**src/hdl/mwwc_pkg.sv**
```systemverilog
// Shared widths, register indexes and limits of the mostly white window counter.
// No dependencies; imported by the top level and its checker.
`default_nettype none

package mwwc_pkg;

  localparam int PIXEL_W      = 8;
  localparam int TALLY_W      = 17;
  localparam int CFG_INDEX_W  = 2;
  localparam int CFG_DATA_W   = 11;

  localparam int IMG_WIDTH_W  = 7;
  localparam int IMG_HEIGHT_W = 11;
  localparam int WIN_SIZE_W   = 4;

  localparam int DEF_MAX_WIDTH  = 64;
  localparam int DEF_MAX_WINDOW = 8;
  localparam int HEIGHT_LIMIT   = 1024;
  localparam int ROW_W          = $clog2(HEIGHT_LIMIT);

  localparam logic [IMG_WIDTH_W-1:0]  RST_IMG_WIDTH  = 7'd5;
  localparam logic [IMG_HEIGHT_W-1:0] RST_IMG_HEIGHT = 11'd4;
  localparam logic [WIN_SIZE_W-1:0]   RST_WIN_SIZE   = 4'd2;

  localparam logic [TALLY_W-1:0] TALLY_MAX = '1;

  localparam logic [CFG_INDEX_W-1:0] REG_IMAGE_WIDTH  = 2'd0;
  localparam logic [CFG_INDEX_W-1:0] REG_IMAGE_HEIGHT = 2'd1;
  localparam logic [CFG_INDEX_W-1:0] REG_WINDOW_SIZE  = 2'd2;

endpackage

`default_nettype wire

```
**src/hdl/mostly_white_window_counter_top.sv**
```systemverilog
// Mostly white window counter: column history memory, row ring and frame tally.
// Depends on mwwc_pkg.
`default_nettype none

// Takes pixels in raster order and, after each frame, offers the registered
// number of k-by-k windows whose white (zero) pixels exceed floor(k*k/2). The
// rate is one pixel a cycle while pixel_ready is high, set by the single
// read-modify-write of the column history memory per pixel: the read is issued
// as the pixel is taken, the write-back as it leaves stage 1, and a bypass
// register covers a one-pixel-wide frame. pixel_ready drops only in reset or
// while a frame result waits on the output and the next frame's last pixel is
// already in the second stage. A write to any register index 0..2 restarts the
// frame; the column history memory needs no clearing after reset.
module mostly_white_window_counter_top
  import mwwc_pkg::*;
#(
  parameter int MAX_WIDTH  = DEF_MAX_WIDTH,
  parameter int MAX_WINDOW = DEF_MAX_WINDOW
) (
  input  wire logic                   clk,
  input  wire logic                   rst,
  input  wire logic                   cfg_write,
  input  wire logic [CFG_INDEX_W-1:0] cfg_index,
  input  wire logic [CFG_DATA_W-1:0]  cfg_data,
  input  wire logic                   pixel_valid,
  output logic                        pixel_ready,
  input  wire logic [PIXEL_W-1:0]     pixel,
  output logic                        result_valid,
  input  wire logic                   result_ready,
  output logic [TALLY_W-1:0]          mostly_white_windows
);

  localparam int CW   = $clog2(MAX_WIDTH);
  localparam int EW   = CW + 1;
  localparam int KW   = $clog2(MAX_WINDOW + 1);
  localparam int SW   = (MAX_WINDOW > 1) ? $clog2(MAX_WINDOW) : 1;
  localparam int SUMW = $clog2(MAX_WINDOW * MAX_WINDOW + 1);
  localparam int HW   = ROW_W + 1;

  // configuration registers
  logic [IMG_WIDTH_W-1:0]  image_width;
  logic [IMG_HEIGHT_W-1:0] image_height;
  logic [WIN_SIZE_W-1:0]   window_size;
  logic                    restart;

  logic [EW-1:0] eff_w;
  logic [HW-1:0] eff_h;
  logic [KW-1:0] eff_k;

  // stage 0: raster position
  logic [CW-1:0]    col;
  logic [ROW_W-1:0] row;
  logic [SW-1:0]    slot;
  logic             col_last;
  logic             row_last;
  logic             accept;

  // stage 1
  typedef struct packed {
    logic          col_zero;
    logic          count_en;
    logic          last;
    logic          white;
    logic          fwd;
    logic [KW-1:0] depth;
    logic [SW-1:0] slot;
    logic [CW-1:0] col;
  } s1_t;

  logic                  s1_valid;
  s1_t                   s1;
  s1_t                   s1_next;
  logic                  s1_adv;
  logic [MAX_WINDOW-1:0] mem_q;
  logic [MAX_WINDOW-1:0] fwd_data;
  logic [MAX_WINDOW-1:0] prev_hist;
  logic [MAX_WINDOW-1:0] hist_mask;
  logic [MAX_WINDOW-1:0] hist;
  logic [KW-1:0]         ccount;
  logic [KW-1:0]         ring_old;
  logic [SUMW-1:0]       hsum;
  logic [SUMW-1:0]       hsum_next;
  logic [SUMW-1:0]       kk_half;
  logic [TALLY_W-1:0]    tally;
  logic [TALLY_W-1:0]    tally_next;

  logic [KW-1:0]         ring [MAX_WINDOW];
  logic [MAX_WINDOW-1:0] col_hist [MAX_WIDTH];

  function automatic logic [KW-1:0] popcount(input logic [MAX_WINDOW-1:0] v);
    logic [KW-1:0] n;
    n = '0;
    for (int i = 0; i < MAX_WINDOW; i++) begin
      n = n + KW'(v[i]);
    end
    return n;
  endfunction

  // effective configuration, saturated to the supported ranges
  always_comb begin
    if (image_width == '0) begin
      eff_w = EW'(1);
    end else if (int'(image_width) > MAX_WIDTH) begin
      eff_w = EW'(MAX_WIDTH);
    end else begin
      eff_w = EW'(image_width);
    end
    if (image_height == '0) begin
      eff_h = HW'(1);
    end else if (int'(image_height) > HEIGHT_LIMIT) begin
      eff_h = HW'(HEIGHT_LIMIT);
    end else begin
      eff_h = HW'(image_height);
    end
    if (window_size == '0) begin
      eff_k = KW'(1);
    end else if (int'(window_size) > MAX_WINDOW) begin
      eff_k = KW'(MAX_WINDOW);
    end else begin
      eff_k = KW'(window_size);
    end
  end

  assign restart = cfg_write && (cfg_index == REG_IMAGE_WIDTH ||
                                 cfg_index == REG_IMAGE_HEIGHT ||
                                 cfg_index == REG_WINDOW_SIZE);

  always_ff @(posedge clk) begin
    if (rst) begin
      image_width  <= RST_IMG_WIDTH;
      image_height <= RST_IMG_HEIGHT;
      window_size  <= RST_WIN_SIZE;
    end else if (cfg_write) begin
      case (cfg_index)
        REG_IMAGE_WIDTH:  image_width  <= cfg_data[IMG_WIDTH_W-1:0];
        REG_IMAGE_HEIGHT: image_height <= cfg_data[IMG_HEIGHT_W-1:0];
        REG_WINDOW_SIZE:  window_size  <= cfg_data[WIN_SIZE_W-1:0];
        default: ;
      endcase
    end
  end

  // handshake
  assign s1_adv      = !(s1.last && result_valid && !result_ready);
  assign pixel_ready = !rst && (!s1_valid || s1_adv);
  assign accept      = pixel_valid && pixel_ready;

  assign col_last = (EW'(col) + EW'(1)) >= eff_w;
  assign row_last = (HW'(row) + HW'(1)) >= eff_h;

  always_comb begin
    s1_next.col_zero = (col == '0);
    s1_next.count_en = (int'(row) + 1 >= int'(eff_k)) && (int'(col) + 1 >= int'(eff_k));
    s1_next.last     = col_last && row_last;
    s1_next.white    = (pixel == '0);
    // the same column is rewritten by stage 1 this cycle: take its new value
    s1_next.fwd      = s1_valid && s1_adv && (s1.col == col);
    // rows above the frame top are masked off
    s1_next.depth    = (int'(row) + 1 >= int'(eff_k)) ? eff_k : KW'(int'(row) + 1);
    s1_next.slot     = slot;
    s1_next.col      = col;
  end

  always_ff @(posedge clk) begin
    if (rst || restart) begin
      col  <= '0;
      row  <= '0;
      slot <= '0;
    end else if (accept) begin
      if (col_last) begin
        col  <= '0;
        slot <= '0;
        row  <= row_last ? '0 : row + ROW_W'(1);
      end else begin
        col  <= col + CW'(1);
        slot <= (int'(slot) + 1 >= int'(eff_k)) ? '0 : slot + SW'(1);
      end
    end
  end

  // column history memory: read on accept, write back from stage 1
  always_ff @(posedge clk) begin
    if (accept) begin
      mem_q <= col_hist[col];
    end
    if (s1_valid && s1_adv) begin
      col_hist[s1.col] <= hist;
    end
  end

  always_ff @(posedge clk) begin
    if (accept) begin
      s1       <= s1_next;
      fwd_data <= hist;
    end
  end

  always_comb begin
    prev_hist = s1.fwd ? fwd_data : mem_q;
    for (int i = 0; i < MAX_WINDOW; i++) begin
      hist_mask[i] = (i < int'(s1.depth));
    end
    hist      = ((prev_hist << 1) | MAX_WINDOW'(s1.white)) & hist_mask;
    ccount    = popcount(hist);
    ring_old  = s1.col_zero ? '0 : ring[s1.slot];
    hsum_next = (s1.col_zero ? '0 : hsum) + SUMW'(ccount) - SUMW'(ring_old);
    kk_half   = SUMW'((int'(eff_k) * int'(eff_k)) >> 1);
    tally_next = tally;
    if (s1.count_en && hsum_next > kk_half && tally != TALLY_MAX) begin
      tally_next = tally + TALLY_W'(1);
    end
  end

  always_ff @(posedge clk) begin
    if (rst || restart) begin
      s1_valid <= 1'b0;
      hsum     <= '0;
      tally    <= '0;
      for (int i = 0; i < MAX_WINDOW; i++) begin
        ring[i] <= '0;
      end
    end else begin
      if (accept) begin
        s1_valid <= 1'b1;
      end else if (s1_adv) begin
        s1_valid <= 1'b0;
      end
      if (s1_valid && s1_adv) begin
        hsum  <= hsum_next;
        tally <= s1.last ? '0 : tally_next;
        for (int i = 0; i < MAX_WINDOW; i++) begin
          if (SW'(i) == s1.slot) begin
            ring[i] <= ccount;
          end else if (s1.col_zero) begin
            ring[i] <= '0;
          end
        end
      end
    end
  end

  // output register
  always_ff @(posedge clk) begin
    if (rst) begin
      result_valid <= 1'b0;
    end else if (s1_valid && s1_adv && s1.last) begin
      result_valid <= 1'b1;
    end else if (result_ready) begin
      result_valid <= 1'b0;
    end
  end

  always_ff @(posedge clk) begin
    if (s1_valid && s1_adv && s1.last) begin
      mostly_white_windows <= tally_next;
    end
  end

endmodule

`default_nettype wire

```
**config.mk**
```make
export PLATFORM = sky130hd
export DESIGN_NAME = mostly_white_window_counter_top
export DESIGN_NICKNAME = d
export VERILOG_FILES = /design/src/hdl/mwwc_pkg.sv /design/src/hdl/mostly_white_window_counter_top.sv
export SDC_FILE = /design/constraint.sdc
export NUM_CORES = 1
export LEC_CHECK = 0
export ABC_AREA = 1
export ABC_CLOCK_PERIOD_IN_PS = 8900
export BUFFER_PORTS_ARGS = -buffer_cell sky130_fd_sc_hd__buf_2
export CAP_MARGIN = 5
export CORE_AREA = 2 2 179 313
export CTS_BUF_LIST = sky130_fd_sc_hd__clkbuf_4 sky130_fd_sc_hd__clkbuf_8
export DETAILED_ROUTE_END_ITERATION = 10
export DIE_AREA = 0 0 181 315
export GPL_TIMING_DRIVEN = 0
export PLACE_DENSITY = 0.63
export SYNTH_ARGS = -nofsm -noshare
export SYNTH_HDL_FRONTEND = slang
export SYNTH_SLANG_ARGS = --single-unit
```
**constraint.sdc**
```tcl
create_clock -name clk -period 8.9 [get_ports clk]
set_input_delay 1.78 -clock clk [delete_from_list [all_inputs] [get_ports clk]]
set_output_delay 1.78 -clock clk [all_outputs]
set_load 0.05 [all_outputs]
```
# Word-level counts from Yosys, hierarchy flattened
# Memories as Yosys holds them, arrays and structs flattened. A register that Yosys moved wholly into a read port is not among the register bits.
# Cells that the tools add are included.
[word_totals] ramBits=544 in_bits=26 mem_count=2 rom_bits=0 out_inout_bits=19 regBits=109 latch_bits=0
[classes] div_mod_pow=0 n_lt_le_gt_ge=17 n_mul=1 n_bitwise=18 n_shift=0 eq_ne=12 muxes=106 n_reduce_logical=32 addsub=18
[mem_list] name="col_hist" depth=64 width=8 rd=1 rd_clocked_by_memory_dff=1 wr=1 line="mostly_white_window_counter_top.sv:88" text="logic [MAX_WINDOW-1:0] col_hist [MAX_WIDTH];"
[mem_list] name="ring" depth=8 width=4 rd=1 rd_clocked_by_memory_dff=1 wr=8 line="mostly_white_window_counter_top.sv:87" text="logic [KW-1:0] ring [MAX_WINDOW];"
[op_table] op="4-bit 2-to-1 mux" n=20
[op_table] op="1-bit 2-to-1 mux" n=73
[op_table] op="17-bit 2-to-1 mux" n=2
[op_table] op="32-bit by 5-bit >= comparator with 1-bit output" n=1
[op_table] op="7-bit 2-to-1 mux" n=4
[op_table] op="10-bit by 1-bit adder with 11-bit output (second input constant)" n=2
[op_table] op="11-bit 2-to-1 mux" n=2
[op_table] op="17-bit by 1-bit adder with 17-bit output (second input constant)" n=1
[op_table] op="17-bit inequality test (second input constant)" n=1
[op_table] op="4-bit by 1-bit adder with 4-bit output" n=4
[op_table] op="3-bit by 4-bit less-than comparator with 1-bit output (first input constant)" n=4
[op_table] op="1-bit OR" n=16
[op_table] op="6-bit by 1-bit adder with 7-bit output (second input constant)" n=2
[op_table] op="3-bit equality test (first input constant)" n=4
[op_table] op="1-bit logical AND" n=12
[op_table] op="11-bit >= comparator" n=1
[op_table] op="11-bit greater-than comparator (second input constant)" n=1
[op_table] op="11-bit zero test" n=1
[op_table] op="10-bit by 1-bit adder with 10-bit output (second input constant)" n=1
[op_table] op="10-bit 2-to-1 mux" n=1
[op_table] op="3-bit 2-to-1 mux" n=3
[op_table] op="8-bit bitwise AND" n=1
[op_table] op="8-bit zero test" n=1
[op_table] op="1-bit by 4-bit less-than comparator with 1-bit output (first input constant)" n=2
[op_table] op="33 further kinds" n=44

# Logic depth before layout (Yosys ltp)
[depth] word_depth=17 depth_mapped=34 ltp_nobuf=33

# Worst setup path before layout
# Ideal clock, no wire load.
[synth_timing] kind="reg2reg" start="reg s1[13] in the netlist's numbering" end="reg mostly_white_windows[10] (data pin)" setup_slack_ps=962 path_stages_with_launch=29 path_buffers=1 period_less_slack_ps=7938 t_arrival_ps=7683 required_time_ps=8645 cell_sequence="edfxtp_1 inv_1 nand2_1 a21oi_1 fa_1 inv_1 fa_1 inv_1 fa_1 ha_1 inv_1 fa_1 xor2_1 inv_1 fa_1 ha_1 a21oi_1 or2_2 nand3_1 xor2_1 ha_1 nand2_1 inv_1 a21oi_1 nand2_1 nand2_4 buf_6 o21bai_1 and2_1"
[synth_between] elab_cells_between_ends=16 cone_classes="9 x add/sub; 1 x order compare; 2 x mux; 2 x bitwise; 2 x reduce/logical"
[synth_rtl] item="from (decl)" line="mostly_white_window_counter_top.sv:71" text="s1_t s1;"
[synth_rtl] item="from (signal assigned)" line="mostly_white_window_counter_top.sv:193" text="s1 <= s1_next;"
[synth_rtl] item="7-bit 2-to-1 mux" line="mostly_white_window_counter_top.sv:199" text="prev_hist = s1.fwd ? fwd_data : mem_q;"
[synth_rtl] item="8-bit by 1-bit OR with 8-bit output" line="mostly_white_window_counter_top.sv:203" text="hist = ((prev_hist << 1) | MAX_WINDOW'(s1.white)) & hist_mask;"
[synth_rtl] item="8-bit bitwise AND" line="mostly_white_window_counter_top.sv:203"
[synth_rtl] item="net hist[3]" line="mostly_white_window_counter_top.sv:78" text="logic [MAX_WINDOW-1:0] hist;"
[synth_rtl] item="3-bit by 1-bit adder with 4-bit output" line="mostly_white_window_counter_top.sv:94" text="n = n + KW'(v[i]);"
[synth_rtl] item="4-bit by 1-bit adder with 4-bit output (4 in series)" line="mostly_white_window_counter_top.sv:94"
[synth_rtl] item="net ccount[2]" line="mostly_white_window_counter_top.sv:79" text="logic [KW-1:0] ccount;"
[synth_rtl] item="7-bit by 4-bit adder with 7-bit output" line="mostly_white_window_counter_top.sv:206" text="hsum_next = (s1.col_zero ? '0 : hsum) + SUMW'(ccount) - SUMW'(ring_old);"
[synth_rtl] item="7-bit by 4-bit subtractor with 7-bit output" line="mostly_white_window_counter_top.sv:206"
[synth_rtl] item="net hsum_next[5]" line="mostly_white_window_counter_top.sv:82" text="logic [SUMW-1:0] hsum_next;"
[synth_rtl] item="7-bit greater-than comparator" line="mostly_white_window_counter_top.sv:209" text="if (s1.count_en && hsum_next > kk_half && tally != TALLY_MAX) begin"
[synth_rtl] item="1-bit logical AND (2 in series)" line="mostly_white_window_counter_top.sv:209"
[synth_rtl] item="17-bit 2-to-1 mux" line="mostly_white_window_counter_top.sv:209"
[synth_rtl] item="net tally_next[10]" line="mostly_white_window_counter_top.sv:85" text="logic [TALLY_W-1:0] tally_next;"
[synth_rtl] item="to (signal assigned)" line="mostly_white_window_counter_top.sv:255" text="mostly_white_windows <= tally_next;"
[synth_rtl] item="to (decl)" line="mostly_white_window_counter_top.sv:30" text="output logic [TALLY_W-1:0] mostly_white_windows"
# The timed path passes the listed nets, and every way through them passes these cells.
# A chain may end at the register's enable or synchronous reset.

# Worst setup path after layout
[layout_timing] start="reg s1[12] in the netlist's numbering" end="reg mostly_white_windows[10] (data pin)"
[layout_between] elab_chain_cells=15 elab_cells_between_ends=22 cone_classes="9 x add/sub; 9 x order compare; 1 x mux; 1 x bitwise; 2 x reduce/logical"
[layout_lines] item="1-bit by 4-bit less-than comparator with 1-bit output" line="mostly_white_window_counter_top.sv:201" text="hist_mask[i] = (i < int'(s1.depth));"
[layout_lines] item="8-bit bitwise AND" line="mostly_white_window_counter_top.sv:203"
[layout_lines] item="net hist[1]" line="mostly_white_window_counter_top.sv:78"
[layout_lines] item="1-bit by 1-bit adder with 2-bit output" line="mostly_white_window_counter_top.sv:94"
[layout_lines] item="2-bit by 1-bit adder with 3-bit output" line="mostly_white_window_counter_top.sv:94"
[layout_lines] item="3-bit by 1-bit adder with 4-bit output" line="mostly_white_window_counter_top.sv:94"
[layout_lines] item="4-bit by 1-bit adder with 4-bit output (4 in series)" line="mostly_white_window_counter_top.sv:94"
[layout_lines] item="net ccount[2]" line="mostly_white_window_counter_top.sv:79"
[layout_lines] item="7-bit by 4-bit adder with 7-bit output" line="mostly_white_window_counter_top.sv:206"
[layout_lines] item="7-bit by 4-bit subtractor with 7-bit output" line="mostly_white_window_counter_top.sv:206"
[layout_lines] item="net hsum_next[5]" line="mostly_white_window_counter_top.sv:82"
[layout_lines] item="7-bit greater-than comparator" line="mostly_white_window_counter_top.sv:209"
[layout_lines] item="1-bit logical AND (2 in series)" line="mostly_white_window_counter_top.sv:209"
[layout_lines] item="17-bit 2-to-1 mux" line="mostly_white_window_counter_top.sv:209"
[layout_lines] item="net tally_next[10]" line="mostly_white_window_counter_top.sv:85"
# The timed path passes the listed nets, and every way through them passes these cells.

==> qor.txt <==
Flop2flop setup slack -> 0.77 ns
Min Tclk post-route -> 8.127 ns
Placement Rows -> 114
Final setup fails -> 0
H-tree levels -> 3
Critical-path maximum fanout -> 35
Global router's overall resource usage -> 32.40%
Final Max Tran Viols -> 0
CP required -> 9.31 ns
CTS tree -> yes
WP buf/inv -> 7
Area Growth Syn to Fin -> 11.47%
Sequential share of power -> 51.0%
Critical Path Max Stage Delay -> 0.80 ns
Largest net degree at the start of global routing -> 41
Hold-fix buffers at CTS -> 0
DRT antenna net count -> 0
Post-synth EDFFs -> 529
Worst path slowest cell -> xor2_1
Final HPWL DP -> 67540 um
Syn avg cell area -> 10.16 um2
Global-route wire length before repair -> 130500 um
RSZ-0062 raised after global routing -> false
Hold Fails Final Rpt -> 0
Final Wtd Congestion -> 1.020
Max transition margin -> 22.94%
Number of setup buffers added after CTS -> 0
Switching share of total power -> 26.51%
Critical path arrival -> 8.53 ns
DRT iter0 DRCs -> 1585
Final TNS setup -> 0 ns
Async set or reset register ratio after synthesis -> 0%
Initial Util -> 49.42%
Critical path class -> register to register
Worst-Skew Late Latency -> 0.70 ns
Power Density -> 202.8 nW/um2
CP delay by family, top -> adder cells
IO Port Bufs -> 44
Fin crit share -> 91.31%
Worst Skew -> 0.05187 ns
Antenna violations before repair -> 1
Vias in the first global route -> 20362
Crit end category -> register
Sw Pwr -> 0.001622 W
TritonCTS Sinks -> 599
Clock share of power -> 36.8%
Clock Path Buffers -> 3
Die X -> 181 um
TritonCTS buffer count -> 85
Outcome -> complete, no violations
Yosys warns -> 0
Clock root buffer -> clkbuf_8
Clk slew on worst S/H paths -> 0.07 ns
Core Box Area -> 54770 um2
Via Count -> 20268
Max IR drop VDD -> 179.2 uV
Synth unique cells -> 47
Die H -> 315 um
Mapped Area -> 27070 um2
Post-cts resize count -> 0
Post-synth top flop -> edfxtp_1
IO Pins -> 45
Seq/Total Area, Yosys -> 63.86%
Layout cell share with drive strength beyond 1 -> 10.27%
Post-Synthesis Cells -> 2663
Leakage -> 11.51 nW
DRC errors left -> 0
Routed WL -> 92190 um
Drt first pass iters -> 7
Comb power frac -> 12.2%
Util after Layout -> 55.09%
Hold/Removal Path Class -> register to register
Critical path startpoint category -> register
GRT overflow -> 0
Fmax achieved -> 123.1 MHz
Vias per inst -> 5.679
Yosys reg bits -> 599
Maximum capacitance violations -> 0
Slew @ Worst Pin -> 1.156 ns
Die Area -> 57020 um2
Nets -> 2895
Int Pwr -> 0.004497 W
WL/cell -> 25.83 um
-- per-stage QoR --
step	instance area (um2)	setup slack, ns	instances	hold slack, ns	total power (W)
after detailed placement	28430	0.7483	3414	0.4207	0.003922
after CTS	30170	0.7270	3568	0.4252	0.006139
final	30170	0.7734	3569	0.4228	0.006119
after global routing	30170	0.2408	3569	0.4397	0.006324
after floorplan	27070	0.9621	2664	0.4029	0.003639
after global placement	28160	-2.954	3404	0.4106	0.003898
-- cells in the final DEF, fill, tap and decap left out, types with 9 or more instances in the layout --
cell,n
nand2_1,554
clkbuf_4,25
dfxtp_1,70
nor3_1,17
o21ai_2,11
o211ai_1,38
clkinv_2,11
nand3_1,157
o21ai_0,173
buf_2,86
clkbuf_8,88
a21oi_1,97
buf_1,13
buf_4,20
fa_1,9
nand4_1,33
xor2_1,20
ha_1,55
nor2_1,507
clkbuf_1,37
o21bai_1,9
inv_1,165
edfxtp_1,529
clkinv_1,23
o21ai_1,33
-- cell type report --
| class | count | area, um2 |
|---|---|---|
| Antenna cell | 1 | 2.502 |
| Buffer | 115 | 581.8 |
| Clock buffer | 113 | 1399 |
| Clock inverter | 41 | 339.1 |
| Fill cell | 4828 | 24600 |
| Inverter | 177 | 666.9 |
| Multi-Input combinational cell | 1773 | 8568 |
| Sequential cell | 599 | 17290 |
| Tap cell | 696 | 870.8 |
| Timing Repair Buffer | 54 | 457.9 |
-- routing by layer --
layer | vias up | share of wire (%) | track usage, %
li1 | 9382 | - | -
met1 | 9672 | 32 | 31.45
met2 | 886 | 53 | 60.32
met3 | 328 | 5.6 | 4.563
met4 | 0 | 9.6 | 27.20
met5 | - | 0 | 0
-- final timing paths --
check	cells after the start	end	startpoint
max	29	mostly_white_windows[10]	s1[12]
min	0	s1[5]	col[5]
max reg2reg	29	mostly_white_windows[10]	s1[12]
min reg2reg	0	s1[5]	col[5]
-- synth_stat cells (6+ instances only) --
cell type    n  share of area [%]
buf_2       42               0.78
xor2_1      20               0.65
nor3_1      17               0.31
dfxtp_1     70                5.2
nand2_1    554                7.7
o32ai_1      6               0.19
nor2_1     508                7.0
a21oi_1     99                1.8
fa_1         9               0.67
o21ai_1     33               0.61
edfxtp_1   529                 59
o211ai_1    38                1.1
clkbuf_1    37               0.51
nand3_1    157                2.9
ha_1        55                2.5
buf_1       13               0.18
inv_1      168                2.3
buf_4       20               0.55
nand4_1     33               0.76
o21ai_0    173                3.2
o21ai_2     11               0.36
o21bai_1     9               0.25
-- flip-flops by register name, summed over array words and instances, names as in the netlist, named ones only --
register,count
col_hist,448
ring,32
s1,18
mostly_white_windows,17
tally,17
image_height,11
row,10
fwd_data,7
hsum,7
image_width,7
mem_q,7
col,6
window_size,4
slot,3
result_valid,1
s1_valid,1
-- power groups by stage --
stage          logic (W)  clock network, W  registers, W
2_1_floorplan   0.000457                 0       0.00318
4_1_cts         0.000741           0.00227       0.00312
6_report        0.000744           0.00225       0.00312
3_3_place_gp    0.000706                 0       0.00319
5_1_grt         0.000815           0.00238       0.00312
3_5_place_dp    0.000739                 0       0.00318
-- cell families (layout without fill, tap and decap cells) --
| logic type | count (synthesis) | in the layout | share of synthesized area, % |
|---|---|---|---|
| AOI/OAI and AO/OA | 379 | 379 | 7.779 |
| adders and majority gates | 64 | 64 | 3.208 |
| buffers and inverters | 292 | 500 | 4.613 |
| muxes | 2 | 2 | 0.07396 |
| DFF | 599 | 599 | 63.86 |
| other | 2 | 4 | 0.02774 |
| and+or+nand+nor | 1299 | 1299 | 19.57 |
| xor gates and xnor gates | 26 | 26 | 0.8690 |
-- worst register-to-register path: cells and delay by family (launching register included) --
kind | cells | cell delay (ns)
buffers and inverters | 7 | 1.09
adder cells (fa/ha/maj) | 8 | 3.20
XOR/XNOR | 2 | 1.04
AO/OA/AOI/OAI | 3 | 0.82
AND/OR/NAND/NOR | 9 | 1.30
flip-flops | 1 | 0.44
(Power assumes the default switching activity.)
